`src/hdl/fre_pkg.sv`:
```
// Shared types, constants and the divider step for the flow record feature extractor.
// No dependencies; every other file imports this package.
package fre_pkg;

  localparam int FRACTION_BITS_DEF = 16;
  localparam int WORD = 64;
  localparam int IMB_WIDTH = 17;

  localparam logic [7:0] PROTO_ICMP = 8'd1;
  localparam logic [7:0] PROTO_TCP = 8'd6;
  localparam logic [7:0] PROTO_UDP = 8'd17;
  localparam logic [3:0] PHASE_MAX = 4'd8;
  localparam logic [19:0] US_PER_SEC = 20'd1000000;

  typedef enum logic [1:0] {
    ST_OK          = 2'd0,
    ST_INVALID     = 2'd1,
    ST_UNSUPPORTED = 2'd2,
    ST_OVERFLOW    = 2'd3
  } status_t;

  // one flow record
  typedef struct packed {
    logic [7:0]  protocol;
    logic        tcp_state_valid;
    logic [3:0]  conn_phase;
    logic        handshake_done;
    logic [63:0] ab_packets;
    logic [63:0] ab_captured;
    logic [63:0] ab_wire;
    logic [63:0] ba_packets;
    logic [63:0] ba_captured;
    logic [63:0] ba_wire;
    logic [63:0] first_time;
    logic [63:0] last_time;
  } rec_t;

  // one result
  typedef struct packed {
    logic [1:0]  status;
    logic        tcp_applicable;
    logic [3:0]  phase_out;
    logic        handshake_out;
    logic [63:0] duration_us;
    logic [63:0] total_packets;
    logic [63:0] total_captured;
    logic [63:0] total_wire;
    logic [63:0] mean_captured;
    logic [63:0] mean_wire;
    logic [16:0] packet_imbalance;
    logic [16:0] wire_imbalance;
  } res_t;

  // classified record handed from front to back
  typedef struct packed {
    status_t     status;
    logic        tcp;
    logic [3:0]  phase;
    logic        hs;
    logic [63:0] dur;
    logic [63:0] tp;
    logic [63:0] tc;
    logic [63:0] tw;
    logic [63:0] dp;
    logic [63:0] dw;
  } mid_t;

  typedef struct packed {
    logic [63:0] rem;
    logic        qb;
  } step_t;

  // one restoring division step; rem is below den on entry
  function automatic step_t div_step(logic [63:0] rem, logic nb, logic [63:0] den);
    logic [64:0] t;
    step_t r;
    t = {rem, nb};
    if (t >= {1'b0, den}) begin
      r.rem = 64'(t - {1'b0, den});
      r.qb  = 1'b1;
    end else begin
      r.rem = t[63:0];
      r.qb  = 1'b0;
    end
    return r;
  endfunction

endpackage

```
`src/hdl/fre_if.sv`:
```
// Valid/ready channel interfaces for flow records and results.
// Depends on fre_pkg.
interface fre_rec_if import fre_pkg::*; ();
  logic valid;
  logic ready;
  rec_t data;
  modport source(output valid, output data, input ready);
  modport sink(input valid, input data, output ready);
endinterface


```
`src/hdl/fre_front.sv`:
```
// Front end: accepts flow records, runs the ordered checks, forms totals, direction differences and duration.
// Depends on fre_pkg and fre_if.
module fre_front import fre_pkg::*; (
  input  logic         clk,
  input  logic         rst,
  fre_rec_if.sink      rec,
  output logic         mid_valid,
  output mid_t         mid_data,
  input  logic         mid_ready
);

  typedef struct packed {
    status_t     status;
    logic        tcp;
    logic [3:0]  phase;
    logic        hs;
    logic [43:0] sd;
    logic [19:0] ud;
    logic [63:0] tp;
    logic [63:0] tc;
    logic [63:0] tw;
    logic [63:0] dp;
    logic [63:0] dw;
  } sa_t;

  logic en;
  logic va;
  sa_t  sa;
  sa_t  sa_next;

  logic [64:0] sum_p, sum_c, sum_w;
  logic        dir_bad_ab, dir_bad_ba;
  logic [43:0] fs, ls;
  logic [19:0] fu, lu;
  logic        time_bad, borrow;
  logic        proto_known, proto_bad;

  assign en = !mid_valid || mid_ready;
  assign rec.ready = en;

  // classify the incoming record
  always_comb begin
    sum_p = {1'b0, rec.data.ab_packets} + {1'b0, rec.data.ba_packets};
    sum_c = {1'b0, rec.data.ab_captured} + {1'b0, rec.data.ba_captured};
    sum_w = {1'b0, rec.data.ab_wire} + {1'b0, rec.data.ba_wire};
    dir_bad_ab = (rec.data.ab_packets == '0 &&
                  (rec.data.ab_captured != '0 || rec.data.ab_wire != '0)) ||
                 (rec.data.ab_captured > rec.data.ab_wire);
    dir_bad_ba = (rec.data.ba_packets == '0 &&
                  (rec.data.ba_captured != '0 || rec.data.ba_wire != '0)) ||
                 (rec.data.ba_captured > rec.data.ba_wire);
    fs = rec.data.first_time[63:20];
    fu = rec.data.first_time[19:0];
    ls = rec.data.last_time[63:20];
    lu = rec.data.last_time[19:0];
    borrow = lu < fu;
    time_bad = (fu >= US_PER_SEC) || (lu >= US_PER_SEC) || (fs > ls) ||
               (fs == ls && fu > lu);
    proto_known = (rec.data.protocol == PROTO_TCP) || (rec.data.protocol == PROTO_UDP) ||
                  (rec.data.protocol == PROTO_ICMP);
    if (rec.data.protocol == PROTO_TCP) begin
      proto_bad = !rec.data.tcp_state_valid || (rec.data.conn_phase > PHASE_MAX);
    end else begin
      proto_bad = rec.data.tcp_state_valid;
    end

    sa_next.tcp   = rec.data.protocol == PROTO_TCP;
    sa_next.phase = rec.data.conn_phase;
    sa_next.hs    = rec.data.handshake_done;
    sa_next.sd    = 44'(ls - fs - 44'(borrow));
    sa_next.ud    = borrow ? 20'(US_PER_SEC - fu + lu) : 20'(lu - fu);
    sa_next.tp    = sum_p[63:0];
    sa_next.tc    = sum_c[63:0];
    sa_next.tw    = sum_w[63:0];
    sa_next.dp    = (rec.data.ab_packets >= rec.data.ba_packets) ?
                    rec.data.ab_packets - rec.data.ba_packets :
                    rec.data.ba_packets - rec.data.ab_packets;
    sa_next.dw    = (rec.data.ab_wire >= rec.data.ba_wire) ?
                    rec.data.ab_wire - rec.data.ba_wire :
                    rec.data.ba_wire - rec.data.ab_wire;

    // first failure wins
    priority if (!proto_known)              sa_next.status = ST_UNSUPPORTED;
    else if (proto_bad)                      sa_next.status = ST_INVALID;
    else if (dir_bad_ab || dir_bad_ba)       sa_next.status = ST_INVALID;
    else if (sum_p[64])                      sa_next.status = ST_OVERFLOW;
    else if (sum_p[63:0] == '0)              sa_next.status = ST_INVALID;
    else if (sum_c[64] || sum_w[64])         sa_next.status = ST_OVERFLOW;
    else if (time_bad)                       sa_next.status = ST_INVALID;
    else                                     sa_next.status = ST_OK;
  end

  // advance the two front stages together
  always_ff @(posedge clk) begin
    if (rst) begin
      va        <= 1'b0;
      mid_valid <= 1'b0;
    end else if (en) begin
      va        <= rec.valid;
      mid_valid <= va;
    end
    if (en) begin
      sa                <= sa_next;
      mid_data.status   <= sa.status;
      mid_data.tcp      <= sa.tcp;
      mid_data.phase    <= sa.phase;
      mid_data.hs       <= sa.hs;
      mid_data.dur      <= (64'(sa.sd) * 64'(US_PER_SEC)) + 64'(sa.ud);
      mid_data.tp       <= sa.tp;
      mid_data.tc       <= sa.tc;
      mid_data.tw       <= sa.tw;
      mid_data.dp       <= sa.dp;
      mid_data.dw       <= sa.dw;
    end
  end

endmodule

```
`src/flat_wrapper.sv`:
```
// flat-port wrapper written by rule: the top's interface ports become plain ports
module fre_front_flat import fre_pkg::*;
  (clk, rst, mid_valid, mid_data, mid_ready, rec_valid, rec_data, rec_ready);
  fre_rec_if rec_i ();
  input  logic clk;
  input  logic rst;
  output logic mid_valid;
  output mid_t mid_data;
  input  logic mid_ready;
  input wire logic [$bits(rec_i.valid)-1:0] rec_valid;
  input wire logic [$bits(rec_i.data)-1:0] rec_data;
  output wire logic [$bits(rec_i.ready)-1:0] rec_ready;
  assign rec_i.valid = rec_valid;
  assign rec_i.data = rec_data;
  assign rec_ready = rec_i.ready;
  fre_front u_core (.clk(clk), .rst(rst), .rec(rec_i), .mid_valid(mid_valid), .mid_data(mid_data), .mid_ready(mid_ready));
endmodule
```
`config.mk`:
```
export PLATFORM = sky130hd
export DESIGN_NAME = fre_front_flat
export DESIGN_NICKNAME = d
export VERILOG_FILES = /design/src/hdl/fre_pkg.sv /design/src/hdl/fre_if.sv /design/src/hdl/fre_front.sv /design/src/flat_wrapper.sv
export SDC_FILE = /design/constraint.sdc
export NUM_CORES = 2
export LEC_CHECK = 0
export ABC_CLOCK_PERIOD_IN_PS = 79900
export BUFFER_PORTS_ARGS = -buffer_cell sky130_fd_sc_hd__buf_4
export CAP_MARGIN = 0
export CORE_ASPECT_RATIO = 2
export CORE_MARGIN = 2
export CORE_UTILIZATION = 50
export DETAILED_ROUTE_END_ITERATION = 16
export PLACE_DENSITY = 0.71
export SETUP_SLACK_MARGIN = 0.4
export SYNTH_ARGS = -nofsm -noshare
export SYNTH_HDL_FRONTEND = slang
export SYNTH_SLANG_ARGS = --single-unit
```
`constraint.sdc`:
```
create_clock -name clk -period 79.9 [get_ports clk]
set_clock_uncertainty 0.2 [all_clocks]
set_input_delay 11.985 -clock clk [delete_from_list [all_inputs] [get_ports clk]]
set_output_delay 11.985 -clock clk [all_outputs]
set_load 0.1 [all_outputs]
```
==> out/metrics.csv <==
metric,value,unit
run status,"complete, but fails checks",
violations in the final reports,"max-capacitance violations, max-slew violations",
worst path required time,67.72,ns
row cnt,195,
per-cell routed wire length,31.40,um
Core Region,141000,um2
first-pass GRT wire length,453300,um
maximum clock frequency,40.07,MHz
count of port buffers added during placement,923,
depth of the worst register-to-register path,24,
dpl hpwl,270400,um
classification of the worst-slack hold path,flop to flop,
family with the most delay on the worst path,buffers and inverters,
Critical Path Source Type,input port,
DRC violation count after routing,0,
footprint of the multi-input gates,43260,um2
vias per cell,6.295,
post-synth design cell area,70920,um2
depth of the CTS H-tree,3,
die boundary width,270.3,um
final setup TNS,0,ns
post-route cell area,82290,um2
TritonCTS clock tree,yes,
count of maximum capacitance violations,4,
pin count of the biggest net entering global routing,155,
number of antenna violations at the first check in global routing,39,
source of the worst register-to-register timing path,u_core.sa[353],
biggest fanout along the worst timing path,3,
final cycle utilization of the critical path,0.3123,
Crit. End Element,primary output,
Clock Latency Late Sink,0.70,ns
number of failing setup endpoints in the final timing report,0,
cell count along the critical path,3,
die height,536.6,um
vias in the first global route,66800,
hold buffer count at cts,0,
RePlAce Congestion,1.146,
critical path data arrival time,12.77,ns
final setup margin,54.94,ns
cell chosen for the clock root,sky130_fd_sc_hd__clkbuf_16,
Sequential Area,23460,um2
Worst Max-Slew Pin Slew,1.614,ns
number of nets still failing antenna checks after routing,0,
worst setup timing slack at the placement stage,54.97,ns
wire length after detailed routing,324300,um
slowest library cell on the worst path,sky130_fd_sc_hd__buf_4,
Final min period,24.96,ns
placed standard-cell area,79760,um2
fill cell total of the finished layout,12380,
IO Count,924,
share of cells above drive strength 1,0.1396,
# clock sinks,782,
Slew headroom,-0.08600,
Mapped Cells,7523,
most used cell along the critical path,sky130_fd_sc_hd__buf_4,
number of nets produced by synthesis,9221,
final number of max-transition violations,5,
portion of the post-synthesis area used by sequential elements,0.3309,
Fin. Hold Viols,0,
Bufs and invs on worst path,2,
number of instances resized during post-cts repair,0,
type of the setup path with the least slack,input port to primary output,
number of setup buffers added after CTS,0,
via count of the routed design,65010,
largest incremental delay on the critical path,0.46,ns
clock-pin slew on the worst setup and hold paths,0.08,ns
starting density of the core,0.5029,
nets@finish,10070,
final global-route overflow total,0,
post-synthesis async set-or-reset flop share,0,
total iterations of the first detailed-routing run,7,
"Distinct cells, synth",107,
setup repair after global routing missed its margin,no,
total routing usage reported by global routing,0.4358,
Max Root-Sink Buffers,3,
worst setup path start,mid_ready,
Initial DRC Count,6001,
Layout area overhead,16.03,%
list of cells traversed by the critical path,buf_4 > nand2b_4 > buf_4,
synthesized area per cell,9.426,um2
Synth Register Bits,782,
most instantiated flip-flop cell in the synthesis netlist,sky130_fd_sc_hd__edfxtp_1,
Yosys Warn Count,0,
die area,145000,um2
number of synthesized flops with an enable pin,780,
number of stages on the worst hold path,0,
hold path startpoint,u_core.sa[178],
CTS buffer count,75,
## flip-flops by register name, indices dropped and copies added (netlist names)
name / flops
u_core.sa: 390
u_core.mid_valid: 1
u_core.va: 1
u_core.mid_data: 390
## final timing paths
path	to	slack, ns
setup reg to reg	u_core.mid_data[380]	71.52
hold reg to reg	u_core.mid_data[178]	0.21
hold / removal	u_core.mid_data[178]	0.21
setup / recovery	rec_ready	54.94
## cells by family (layout without fill, tap and decap cells)
family / count (synthesis) / after routing / share of synthesized area
DFF: 782 / 782 / 0.3309
xor gates and xnor gates: 471 / 471 / 0.05828
other: 0 / 29 / 0
AOI/OAI and AO/OA: 2175 / 2175 / 0.1904
buffers and inverters: 1127 / 2030 / 0.06036
adders and majority gates: 1168 / 1168 / 0.2315
and+or+nand+nor: 1757 / 1757 / 0.1224
muxes: 43 / 43 / 0.006211
## synth_stat cells (all sizes together) (12+ instances only)
cell type / number / area (um2)
nand2b: 70 / 437.9
a21oi: 825 / 4140
inv: 923 / 3465
buf: 68 / 305.3
a31oi: 67 / 425.4
o2111ai: 14 / 122.6
clkinv: 14 / 52.55
a311oi: 12 / 105.1
mux2i: 35 / 350.3
o21a: 58 / 435.4
a31o: 17 / 148.9
o21bai: 176 / 1321
o31ai: 62 / 475.5
and2: 20 / 125.1
nor4: 164 / 1041
nor2: 492 / 1847
nand4: 156 / 975.9
xor2: 120 / 1059
o21ai: 440 / 2202
a2111oi: 14 / 130.1
o211ai: 37 / 277.8
nor3: 131 / 665.6
edfxtp: 780 / 23420
a211oi: 69 / 545.5
a41oi: 14 / 130.1
o31a: 14 / 122.6
a21boi: 28 / 210.2
and3: 26 / 162.7
clkbuf: 122 / 457.9
fa: 240 / 4805
or2: 34 / 215.2
or3: 31 / 193.9
nor2b: 69 / 431.7
ha: 928 / 11610
a211o: 14 / 123.9
a21o: 189 / 1419
o41ai: 14 / 148.9
a221oi: 19 / 166.4
xnor2: 351 / 3074
or4: 17 / 127.6
nand2: 394 / 1479
o221ai: 20 / 175.2
nand3: 98 / 490.5
## routing by layer
metal | wire (um) | vias to the layer above | global-route usage | share of wire
li1 | - | 28730 | - | -
met1 | 100000 | 31190 | 0.4091 | 0.31
met2 | 153400 | 3727 | 0.7428 | 0.47
met3 | 28240 | 1349 | 0.1147 | 0.087
met4 | 42480 | 18 | 0.4620 | 0.13
met5 | 107 | - | 0 | 0.00033
## metrics by stage
step	hold WS, ns	utilization	instances
2_1_floorplan	0.2003	-	7523
3_5_place_dp	0.2045	0.5656	10160
3_3_place_gp	0.2008	0.5656	10160
5_1_grt	0.2125	0.5832	10310
4_1_cts	0.1969	0.5827	10300
6_report	0.2067	0.5835	10330
## placed cells by master, fill, tap and decap left out, drive strengths merged, types with 58 or more instances in the layout
cell type and n:
buf 958, ha 928, inv 926, a21oi 825, edfxtp 780, nor2 492, o21ai 440, nand2 394
xnor2 351, fa 240, a21o 189, o21bai 176, nor4 164, nand4 156, nor3 131, xor2 120
nand3 98, clkbuf 88, nand2b 70, nor2b 69, a211oi 69, a31oi 67, o31ai 62, o21a 58
## final cells by class
class,instances,area share
clock inverters,47,0.005626
repair buffers,958,0.08784
diodes,29,0.0008819
inverters,937,0.04274
well taps,1871,0.02845
flip-flops and latches,782,0.2851
multi-input cells,5614,0.5257
clock buffers,88,0.02366
## worst register-to-register path: stages (launching register included)
cell and delay, ns:
sky130_fd_sc_hd__edfxtp_1 0.52, sky130_fd_sc_hd__inv_1 0.25, sky130_fd_sc_hd__fa_1 0.58, sky130_fd_sc_hd__inv_1 0.05, sky130_fd_sc_hd__fa_1 0.51, sky130_fd_sc_hd__fa_1 0.57
sky130_fd_sc_hd__fa_1 0.42, sky130_fd_sc_hd__ha_1 0.30, sky130_fd_sc_hd__inv_1 0.05, sky130_fd_sc_hd__fa_1 0.54, sky130_fd_sc_hd__inv_1 0.05, sky130_fd_sc_hd__ha_1 0.39
sky130_fd_sc_hd__a21oi_1 0.18, sky130_fd_sc_hd__o21a_1 0.16, sky130_fd_sc_hd__o21ai_0 0.09, sky130_fd_sc_hd__a21o_1 0.21, sky130_fd_sc_hd__or2_2 0.27, sky130_fd_sc_hd__nor3_1 0.65
sky130_fd_sc_hd__nor4_1 0.10, sky130_fd_sc_hd__nand4bb_1 0.33, sky130_fd_sc_hd__nor4b_2 0.56, sky130_fd_sc_hd__nand4bb_1 0.29, sky130_fd_sc_hd__nor3_2 0.52, sky130_fd_sc_hd__nand4_1 0.19
sky130_fd_sc_hd__xnor2_1 0.16
Power is left out: the tool's default activity adds up to more than one toggle a clock period on the data nets, which glitch-free logic cannot reach.
