File: config.mk
export PLATFORM = sky130hd
export DESIGN_NAME = fre_queue
export DESIGN_NICKNAME = d
export VERILOG_FILES = /design/src/hdl/fre_pkg.sv /design/src/hdl/fre_queue.sv
export SDC_FILE = /design/constraint.sdc
export NUM_CORES = 1
export LEC_CHECK = 0
export ABC_AREA = 1
export BUFFER_PORTS_ARGS = -buffer_cell sky130_fd_sc_hd__clkbuf_2
export CELL_PAD_IN_SITES_DETAIL_PLACEMENT = 1
export CELL_PAD_IN_SITES_GLOBAL_PLACEMENT = 1
export CORE_AREA = 2 2 305 307
export CTS_CLUSTER_DIAMETER = 150
export DETAILED_ROUTE_END_ITERATION = 16
export DIE_AREA = 0 0 307 309
export PLACE_DENSITY_LB_ADDON = 0.15
export SYNTH_ARGS = -nofsm -noshare
export SYNTH_HDL_FRONTEND = slang
export SYNTH_SLANG_ARGS = --single-unit
File: constraint.sdc
create_clock -name clk -period 19.4 [get_ports clk]
set_input_delay 1.94 -clock clk [delete_from_list [all_inputs] [get_ports clk]]
set_output_delay 1.94 -clock clk [all_outputs]
set_load 0.01 [all_outputs]
File: src/hdl/fre_pkg.sv
// Shared types, constants and the divider step for the flow record feature extractor.
// No dependencies; every other file imports this package.
package fre_pkg;

  localparam int FRACTION_BITS_DEF = 16;
  localparam int WORD = 64;
  localparam int IMB_WIDTH = 17;

  localparam logic [7:0] PROTO_ICMP = 8'd1;
  localparam logic [7:0] PROTO_TCP = 8'd6;
  localparam logic [7:0] PROTO_UDP = 8'd17;
  localparam logic [3:0] PHASE_MAX = 4'd8;
  localparam logic [19:0] US_PER_SEC = 20'd1000000;

  typedef enum logic [1:0] {
    ST_OK          = 2'd0,
    ST_INVALID     = 2'd1,
    ST_UNSUPPORTED = 2'd2,
    ST_OVERFLOW    = 2'd3
  } status_t;

  // one flow record
  typedef struct packed {
    logic [7:0]  protocol;
    logic        tcp_state_valid;
    logic [3:0]  conn_phase;
    logic        handshake_done;
    logic [63:0] ab_packets;
    logic [63:0] ab_captured;
    logic [63:0] ab_wire;
    logic [63:0] ba_packets;
    logic [63:0] ba_captured;
    logic [63:0] ba_wire;
    logic [63:0] first_time;
    logic [63:0] last_time;
  } rec_t;

  // one result
  typedef struct packed {
    logic [1:0]  status;
    logic        tcp_applicable;
    logic [3:0]  phase_out;
    logic        handshake_out;
    logic [63:0] duration_us;
    logic [63:0] total_packets;
    logic [63:0] total_captured;
    logic [63:0] total_wire;
    logic [63:0] mean_captured;
    logic [63:0] mean_wire;
    logic [16:0] packet_imbalance;
    logic [16:0] wire_imbalance;
  } res_t;

  // classified record handed from front to back
  typedef struct packed {
    status_t     status;
    logic        tcp;
    logic [3:0]  phase;
    logic        hs;
    logic [63:0] dur;
    logic [63:0] tp;
    logic [63:0] tc;
    logic [63:0] tw;
    logic [63:0] dp;
    logic [63:0] dw;
  } mid_t;

  typedef struct packed {
    logic [63:0] rem;
    logic        qb;
  } step_t;

  // one restoring division step; rem is below den on entry
  function automatic step_t div_step(logic [63:0] rem, logic nb, logic [63:0] den);
    logic [64:0] t;
    step_t r;
    t = {rem, nb};
    if (t >= {1'b0, den}) begin
      r.rem = 64'(t - {1'b0, den});
      r.qb  = 1'b1;
    end else begin
      r.rem = t[63:0];
      r.qb  = 1'b0;
    end
    return r;
  endfunction

endpackage

File: src/hdl/fre_queue.sv
// Two-entry queue between front and back halves.
// Depends on fre_pkg.
module fre_queue import fre_pkg::*; (
  input  logic clk,
  input  logic rst,
  input  logic push_valid,
  input  mid_t push_data,
  output logic push_ready,
  output logic pop_valid,
  output mid_t pop_data,
  input  logic pop_ready
);

  mid_t       mem [2];
  logic       wr_ptr;
  logic       rd_ptr;
  logic [1:0] count;
  logic       push, pop;

  assign push_ready = count != 2'd2;
  assign pop_valid  = count != 2'd0;
  assign pop_data   = mem[rd_ptr];
  assign push = push_valid && push_ready;
  assign pop  = pop_valid && pop_ready;

  // track fill level and pointers
  always_ff @(posedge clk) begin
    if (rst) begin
      wr_ptr <= 1'b0;
      rd_ptr <= 1'b0;
      count  <= 2'd0;
    end else begin
      if (push) wr_ptr <= !wr_ptr;
      if (pop) rd_ptr <= !rd_ptr;
      count <= 2'(count + 2'(push) - 2'(pop));
    end
    if (push) mem[wr_ptr] <= push_data;
  end

endmodule

==> flow_metrics.py, run 1 <==
metrics = {
    "status": {
        "status": "complete, no violations",
    },
    "floorplan": {
        "die_h_um": 309,
        "core_area_mm2": 0.0914,
        "dieArea_mm2": 0.0949,
        "ios": 790,
        "rows": 111,
        "chipWidth_um": 307,
        "initial_core_util": 0.315,
    },
    "sta": {
        "final-max-slew-violation-count": 0,
        "slew_headroom": 0.273,
        "fin_crit_ps": 6460,
        "skew_ps": 19.3,
        "whs_ps": 506,
        "tns_ps": 0,
        "fin_crit_sh": 0.333,
        "max_slew.worst_pin.slew_ps": 1090,
        "rsz0062_at_grt": "no",
        "finalSetupViolCount": 0,
        "hold_viol": 0,
        "fmax_mhz": 155,
    },
    "global_routing": {
        "grt_overflow_total": 0,
        "grt_max_degree": 149,
        "use_met2": 0.301,
        "grt_pass1_wl_um": 109000,
        "grt.met1_usage": 0.149,
        "grt_use_met3": 0.0643,
        "grt_pass1_vias": 16500,
        "antenna_found_initial": 25,
        "grt_use_total": 0.159,
        "busiest_layer": "met2",
    },
    "cts": {
        "cts.path.max_buffers": 3,
        "cts.clk_slew.worst_paths_ps": 50,
        "hold_buffers": 0,
        "tritoncts": "yes",
        "cts-resized-gates": 0,
        "post_cts_buffers": 0,
        "insertion_delay_ps": 630,
        "root_buffer": "clkbuf_16",
        "h-tree-depth": 3,
        "cts.sinks": 789,
        "cts_made_buffers": 87,
    },
    "run": {
        "drv.max_cap_violation_count": 0,
    },
    "setup_path": {
        "critPathSlowestCell": "buf_4",
        "cp_cell_sequence": "buf_12 > buf_4 > buf_4 > mux2_2 > clkbuf_2",
        "worst_ep_arrival_time_ps": 4520,
        "cp-start-kind": "flop",
        "critPathCaptureType": "output pin",
        "cp.required_ps": 17460,
        "cp_common_cell": "buf_4",
        "crit_type": "reg -> out",
        "crit_buf_inv": 4,
        "cp_top_family": "buffers and inverters",
        "crit_fanout": 148,
        "cpPeakStageDelay_ps": 870,
    },
    "pwr": {
        "powerDensity_mw_per_mm2": 133,
        "vdd.ir_drop.worst_v": 0.0000699,
        "leakage_nw": 13.6,
        "power.total_mw": 4.85,
    },
    "synth": {
        "synth_top_area_cell": "edfxtp_1",
        "synth_top_area_share": 0.818,
        "synth-seq-cells": 789,
        "yosysSeqAreaShare": 0.821,
        "syn_inst": 1256,
        "syn_nets": 1653,
        "synthTopCellsByArea": "edfxtp_1 (82%), mux2_2 (14%), buf_6 (1.6%)",
        "syn_area_per_cell_um2": 22.9,
        "synth_cell_types": 16,
        "syn-cell-area_mm2": 0.0288,
        "yosysWarnings": 0,
    },
    "drt": {
        "totalWireLength_um": 78400,
        "post_drt_via_cell_ratio": 4.42,
        "wl_per_cell_um": 23.2,
        "ant_nets": 0,
        "vias": 14900,
        "drc": 0,
        "first_pass_iters": 4,
        "drtIter0Drc": 821,
    },
    "final_layout": {
        "area_growth_syn_to_layout_pct": 26.9,
        "fillers": 9085,
        "drive_above_1_share": 0.600,
        "fin_nets": 2503,
        "fin_cells": 3376,
    },
    "placed_design": {
        "numPlacedInstances": 3203,
        "routabilityCongestion": 0.825,
        "io_buffers": 789,
        "dpl.hpwl_um": 56400,
    },
    "worst_hold_path": {
        "hp-class": "reg -> reg",
    },
}
-- cell usage after synthesis --
library cell	instances
buf_6	42
buf_4	1
mux2_2	354
mux2_4	30
nand3_1	1
a21oi_1	2
nor3_1	1
xnor2_1	1
buf_2	1
inv_1	8
edfxtp_1	784
dfxtp_1	5
nor2_1	9
nand2_1	8
mux2_1	8
ha_1	1
-- final timing paths --
kind / start / end / slack (ps) / cells after the start
max reg2reg: count[0] / mem[0][111] / 15530 / 7
min: rd_ptr / rd_ptr / 510 / 2
max: flop / pop_data[201] / 12940 / 5
min reg2reg: rd_ptr / rd_ptr / 510 / 2
-- where the power goes --
part	leakage, nW	internal (mW)	total [mW]	switching [mW]
clock network	1.26	0.863	1.52	0.653
logic	4.98	0.464	1.10	0.634
registers	7.37	2.17	2.24	0.0694
total	13.6	3.49	4.85	1.36
-- final cells by class --
type	instances	area, um^2	area share
Timing Repair Buffer	805	4080	0.112
Multi-Input combinational cell	415	4650	0.127
Antenna cell	20	50.0	0.00137
Sequential cell	789	23600	0.647
Inverter	8	30.0	0.000822
Tap cell	1186	1480	0.0406
Clock buffer	114	2300	0.0630
Clock inverter	39	293	0.00801
-- tightest hold or removal path: cells and delay by family, from the launching register on --
family,cells,cell delay (ps)
DFF,1,320
and+or+nand+nor,2,150
-- through the flow --
stage	setup slack, ps	area (um^2)	utilization
after floorplan	6580	28800	-
after global placement	13570	33900	0.371
after CTS	12730	36500	0.399
after detailed placement	13420	33900	0.371
after global routing	12530	36500	0.400
final	12940	36500	0.400
-- layout by cell type (no fill, tap or decap) --
cell	n
mux2_2	354
clkbuf_16	88
a21oi_1	2
mux2_1	8
nand2_1	8
clkbuf_2	789
buf_12	1
nor3_1	1
diode_2	20
clkinv_8	1
clkbuf_1	26
clkinv_1	18
xnor2_1	1
inv_6	1
inv_16	3
nand3_1	1
dfxtp_4	1
nor2_1	7
bufinv_16	2
dfxtp_1	4
clkinv_2	11
ha_1	1
inv_1	8
buf_4	15
nor2_4	2
clkinvlp_4	1
clkinv_4	2
edfxtp_1	784
mux2_4	30
-- routing by layer --
metal,wire length [um],share of wire,vias up
met5,80,0.0010,-
met4,2560,0.033,12
met3,6830,0.087,135
met2,43600,0.56,520
met1,25300,0.32,7501
li1,-,-,6740
-- kinds of logic after synthesis --
group | synth area share
flops | 0.821
xor+xnor | 0.000304
simple gates | 0.00256
fa+ha+maj | 0.000435
buf+inv | 0.0179
mux | 0.157
compound gates | 0.000348
-- registers in the layout, summed over array words and instances (netlist names), named ones only --
register and count:
wr_ptr 1, count 2, mem 784, rd_ptr 1
(Power assumes the default switching activity.)
==> run 2, diff against run 1 <==
CORE_AREA = 2 2 309 311   (was 2 2 305 307)
DIE_AREA = 0 0 311 313   (was 0 0 307 309)
clock period = 6.6 ns   (was 19.4 ns; I/O delays follow)
==> flow_metrics.py, run 2 (synthesis results as in run 1) <==
metrics = {
    "sta": {
        "skew_ps": 17.0,
        "max_slew.worst_pin.slew_ps": 1280,
        "final-max-slew-violation-count": 0,
        "fmax_mhz": 285,
        "fin_crit_ps": 3510,
        "fin_crit_sh": 0.532,
        "finalSetupViolCount": 0,
        "rsz0062_at_grt": "no",
        "slew_headroom": 0.144,
        "hold_viol": 0,
    },
    "drt": {
        "wl_per_cell_um": 22.2,
        "dr_wl_met3_um": 6550,
        "m1WireLength_um": 25500,
        "first_pass_iters": 4,
        "drc": 0,
        "vias": 15000,
        "ant_nets": 0,
        "top_layer": "met5",
        "drtIter0Drc": 810,
        "post_drt_via_cell_ratio": 4.34,
        "totalWireLength_um": 76700,
        "wl_met2_um": 42100,
    },
    "floorplan": {
        "ios": 790,
        "die_h_um": 313,
        "initial_core_util": 0.306,
        "rows": 113,
        "chipWidth_um": 311,
        "core_area_mm2": 0.0942,
        "dieArea_mm2": 0.0973,
    },
    "pwr": {
        "vdd.ir_drop.worst_v": 0.000226,
        "powerDensity_mw_per_mm2": 393,
        "leakage_nw": 13.7,
        "power.total_mw": 14.5,
    },
    "placed_design": {
        "io_buffers": 789,
        "routabilityCongestion": 0.791,
        "dpl.hpwl_um": 53600,
        "place_area_mm2": 0.0341,
    },
    "setup_path": {
        "crit_fanout": 175,
        "worst_ep_arrival_time_ps": 2850,
        "crit_type": "reg -> out",
        "cp.required_ps": 5940,
        "critPathCaptureType": "output pin",
        "cp-start-kind": "flop",
    },
    "final_layout": {
        "top_register": "mem",
        "layout_commonest_cell": "clkbuf_2",
        "final_cell_mix": "clkbuf_2 (789), edfxtp_1 (784), mux2_2 (354)",
        "area_growth_syn_to_layout_pct": 27.9,
        "drive_above_1_share": 0.600,
        "fin_nets": 2503,
        "largest_reg_flops": 784,
        "reg_top3": "mem (784), count (2)",
        "final_area_mm2": 0.0368,
    },
    "cts": {
        "h-tree-depth": 3,
        "hold_buffers": 0,
        "cts.sinks": 789,
        "cts.path.max_buffers": 3,
        "root_buffer": "clkbuf_16",
        "insertion_delay_ps": 640,
        "tritoncts": "yes",
        "cts.clk_slew.worst_paths_ps": 60,
        "cts_made_buffers": 90,
        "post_cts_buffers": 0,
        "cts-resized-gates": 0,
    },
    "global_routing": {
        "grt_pass1_wl_um": 111000,
        "grt_pass1_vias": 16300,
        "grt_max_degree": 176,
        "grt_overflow_total": 0,
        "antenna_found_initial": 18,
        "grt_use_total": 0.154,
    },
    "status": {
        "status": "complete, no violations",
    },
    "worst_hold_path": {
        "hp-class": "in -> reg",
    },
    "run": {
        "drv.max_cap_violation_count": 0,
    },
}
run 2: report_power, final:
group	internal, mW	switching, mW	total [mW]
clock network	2.74	1.93	4.67
registers	6.36	0.164	6.53
logic	1.39	1.90	3.29
run 2: worst max-delay path, cell delays in order, from the launching register on:
cell	delay [ps]
dfxtp_4	620
buf_12	570
mux2_2	440
clkbuf_2	140
run 2: area by class of cell:
class	instances	area [um^2]
well taps	1265	1580
fillers	9448	57300
flip-flops and latches	789	23600
clock inverters	40	297
multi-input cells	415	4660
diodes	13	32.5
clock buffers	125	2450
inverters	8	30.0
repair buffers	802	4130
run 2: worst paths after layout:
path	startpoint	end	slack [ps]	cells after the start
max	flop	pop_data[230]	3090	3
min	push_data[55]	mem[1][55]	200	1
max reg2reg	count[0]	mem[0][16]	3870	6
min reg2reg	rd_ptr	flop	520	2
run 2: through the flow:
stage / util / std cells / hold WS [ps] / TNS (ps) / setup WS (ps)
finish: 0.391 / 3457 / 202 / 0 / 3090
CTS: 0.391 / 3444 / 131 / 0 / 2980
floorplan: - / 1256 / 467 / -292130 / -384
detailed placement: 0.362 / 3279 / 493 / 0 / 3690
global placement: 0.362 / 3279 / 480 / 0 / 3720
global route: 0.391 / 3456 / 152 / 0 / 2920
run 2: layer usage:
metal,vias up,GRT usage
met3,133,0.0617
met4,12,0.0695
li1,6751,-
met1,7591,0.152
met2,509,0.283
met5,-,0
==> run 3, diff against run 2 <==
clock period = 3.42 ns   (was 6.6 ns; I/O delays follow)
==> flow_metrics.py, run 3 (synthesis results as in run 1) <==
metrics = {
    "status": {
        "status": "complete, no violations",
    },
    "global_routing": {
        "grt_pass1_wl_um": 120000,
        "grt_use_met3": 0.0514,
        "grt_max_degree": 122,
        "use_met2": 0.307,
        "antenna_found_initial": 11,
        "grt_pass1_vias": 18900,
        "grt.met1_usage": 0.172,
        "grt_use_total": 0.163,
        "grt_overflow_total": 0,
        "busiest_layer": "met2",
    },
    "cts": {
        "cts.path.max_buffers": 3,
        "cts.sinks": 789,
        "cts.clk_slew.worst_paths_ps": 60,
        "hold_buffers": 393,
        "h-tree-depth": 3,
        "post_cts_buffers": 0,
        "root_buffer": "clkbuf_16",
        "insertion_delay_ps": 640,
        "cts-resized-gates": 0,
        "tritoncts": "yes",
        "cts_made_buffers": 88,
    },
    "sta": {
        "max_slew.worst_pin.slew_ps": 892,
        "hold_viol": 0,
        "fin_crit_sh": 0.858,
        "finalSetupViolCount": 0,
        "skew_ps": 14.9,
        "fin_crit_ps": 2930,
        "final-max-slew-violation-count": 0,
        "rsz0062_at_grt": "no",
        "slew_headroom": 0.405,
        "fmax_mhz": 341,
    },
    "pwr": {
        "p_comb_frac": 0.242,
        "powerDensity_mw_per_mm2": 700,
        "vdd.ir_drop.worst_v": 0.000494,
        "p_clk_frac": 0.319,
        "p_int_mw": 20.7,
        "power.total_mw": 28.7,
        "power_switching_mw": 7.99,
        "swShare": 0.278,
        "leakage_nw": 15.5,
        "seqPwrFrac": 0.439,
    },
    "final_layout": {
        "top_register": "mem",
        "drive_above_1_share": 0.518,
        "fillers": 9380,
        "area_growth_syn_to_layout_pct": 42.5,
        "fin_cells": 3861,
        "reg_top3": "mem (784), count (2)",
        "fin_nets": 2915,
        "largest_reg_flops": 784,
        "final_cell_mix": "clkbuf_2 (789), edfxtp_1 (784), dlygate4sd3_1 (393)",
        "layout_commonest_cell": "clkbuf_2",
    },
    "floorplan": {
        "die_h_um": 313,
        "rows": 113,
        "core_area_mm2": 0.0942,
        "chipWidth_um": 311,
        "initial_core_util": 0.306,
        "dieArea_mm2": 0.0973,
        "ios": 790,
    },
    "run": {
        "drv.max_cap_violation_count": 0,
    },
    "setup_path": {
        "cp-start-kind": "flop",
        "worst_ep_arrival_time_ps": 2590,
        "cp_num_cells": 3,
        "cp.required_ps": 3080,
        "cp_top_family": "flip-flops",
        "cp_cell_sequence": "buf_12 > mux2_2 > clkbuf_2",
        "critPathCaptureType": "output pin",
        "critPathSlowestCell": "dfxtp_4",
        "crit_fanout": 77,
        "crit_buf_inv": 2,
        "r2r_cells": 5,
        "crit_type": "reg -> out",
        "cpPeakStageDelay_ps": 780,
    },
    "placed_design": {
        "io_buffers": 789,
        "dpl.hpwl_um": 55700,
        "routabilityCongestion": 0.777,
        "numPlacedInstances": 3300,
    },
    "drt": {
        "first_pass_iters": 4,
        "totalWireLength_um": 80900,
        "ant_nets": 0,
        "drc": 0,
        "wl_per_cell_um": 20.9,
        "vias": 16700,
        "post_drt_via_cell_ratio": 4.31,
        "drtIter0Drc": 804,
    },
    "worst_hold_path": {
        "holdPathStages": 3,
        "hp-class": "in -> reg",
    },
}
[run 3: cell types whose count changed in the layout (fill, tap and decap cells not counted), moves of 2 or more]
cell           before  now
buf_12              7   11
buf_4               6   23
clkbuf_1           32   14
clkbuf_8            0    5
clkinv_1           15   18
clkinvlp_4          0    2
diode_2            13   10
dlygate4sd3_1       0  393
nand2_4             0    2
[run 3: metal layers]
metal | share of wire | vias up
met4 | 0.028 | 6
met5 | 0.00041 | -
li1 | - | 7568
met1 | 0.35 | 8414
met2 | 0.55 | 519
met3 | 0.066 | 147
[run 3: worst min-delay path: cells and delay by family]
| family | cells | cell delay (ps) |
|---|---|---|
| AO/OA/AOI/OAI | 1 | 70 |
| AND/OR/NAND/NOR | 1 | 120 |
| buffers and inverters | 1 | 110 |
[run 3: worst paths after layout]
kind / from / end / slack (ps)
worst max-delay path: flop / pop_data[202] / 490
worst min-delay path: push_valid / wr_ptr / 50
worst max register to register: count[1] / mem[0][376] / 1340
worst min register to register: rd_ptr / flop / 520
[run 3: area by class of cell]
class	instances	area, um^2	area share
Sequential cell	789	23600	0.576
Clock buffer	112	2450	0.0597
Multi-Input combinational cell	415	4660	0.114
Clock inverter	46	349	0.00851
Antenna cell	10	25.0	0.000610
Timing Repair Buffer	1216	8280	0.202
Tap cell	1265	1580	0.0386
Inverter	8	30.0	0.000732
[run 3: through the flow]
stage | setup slack (ps) | TNS (ps) | util | area [um^2] | hold slack (ps)
floorplan | -3340 | -2614280 | - | 28800 | 406
global placement | 1170 | 0 | 0.364 | 34300 | 480
detailed placement | 1130 | 0 | 0.364 | 34300 | 501
CTS | 388 | 0 | 0.435 | 41000 | 1.72
global route | 361 | 0 | 0.436 | 41000 | 49.4
finish | 487 | 0 | 0.436 | 41000 | 51.4
[run 3: power groups by stage]
stage / registers, mW / clock network, mW / logic [mW]
after floorplan: 12.9 / 0 / 3.94
after global placement: 12.8 / 0 / 6.68
after detailed placement: 12.8 / 0 / 6.71
after CTS: 12.6 / 9.45 / 7.15
after global routing: 12.8 / 9.76 / 7.44
final: 12.6 / 9.15 / 6.95
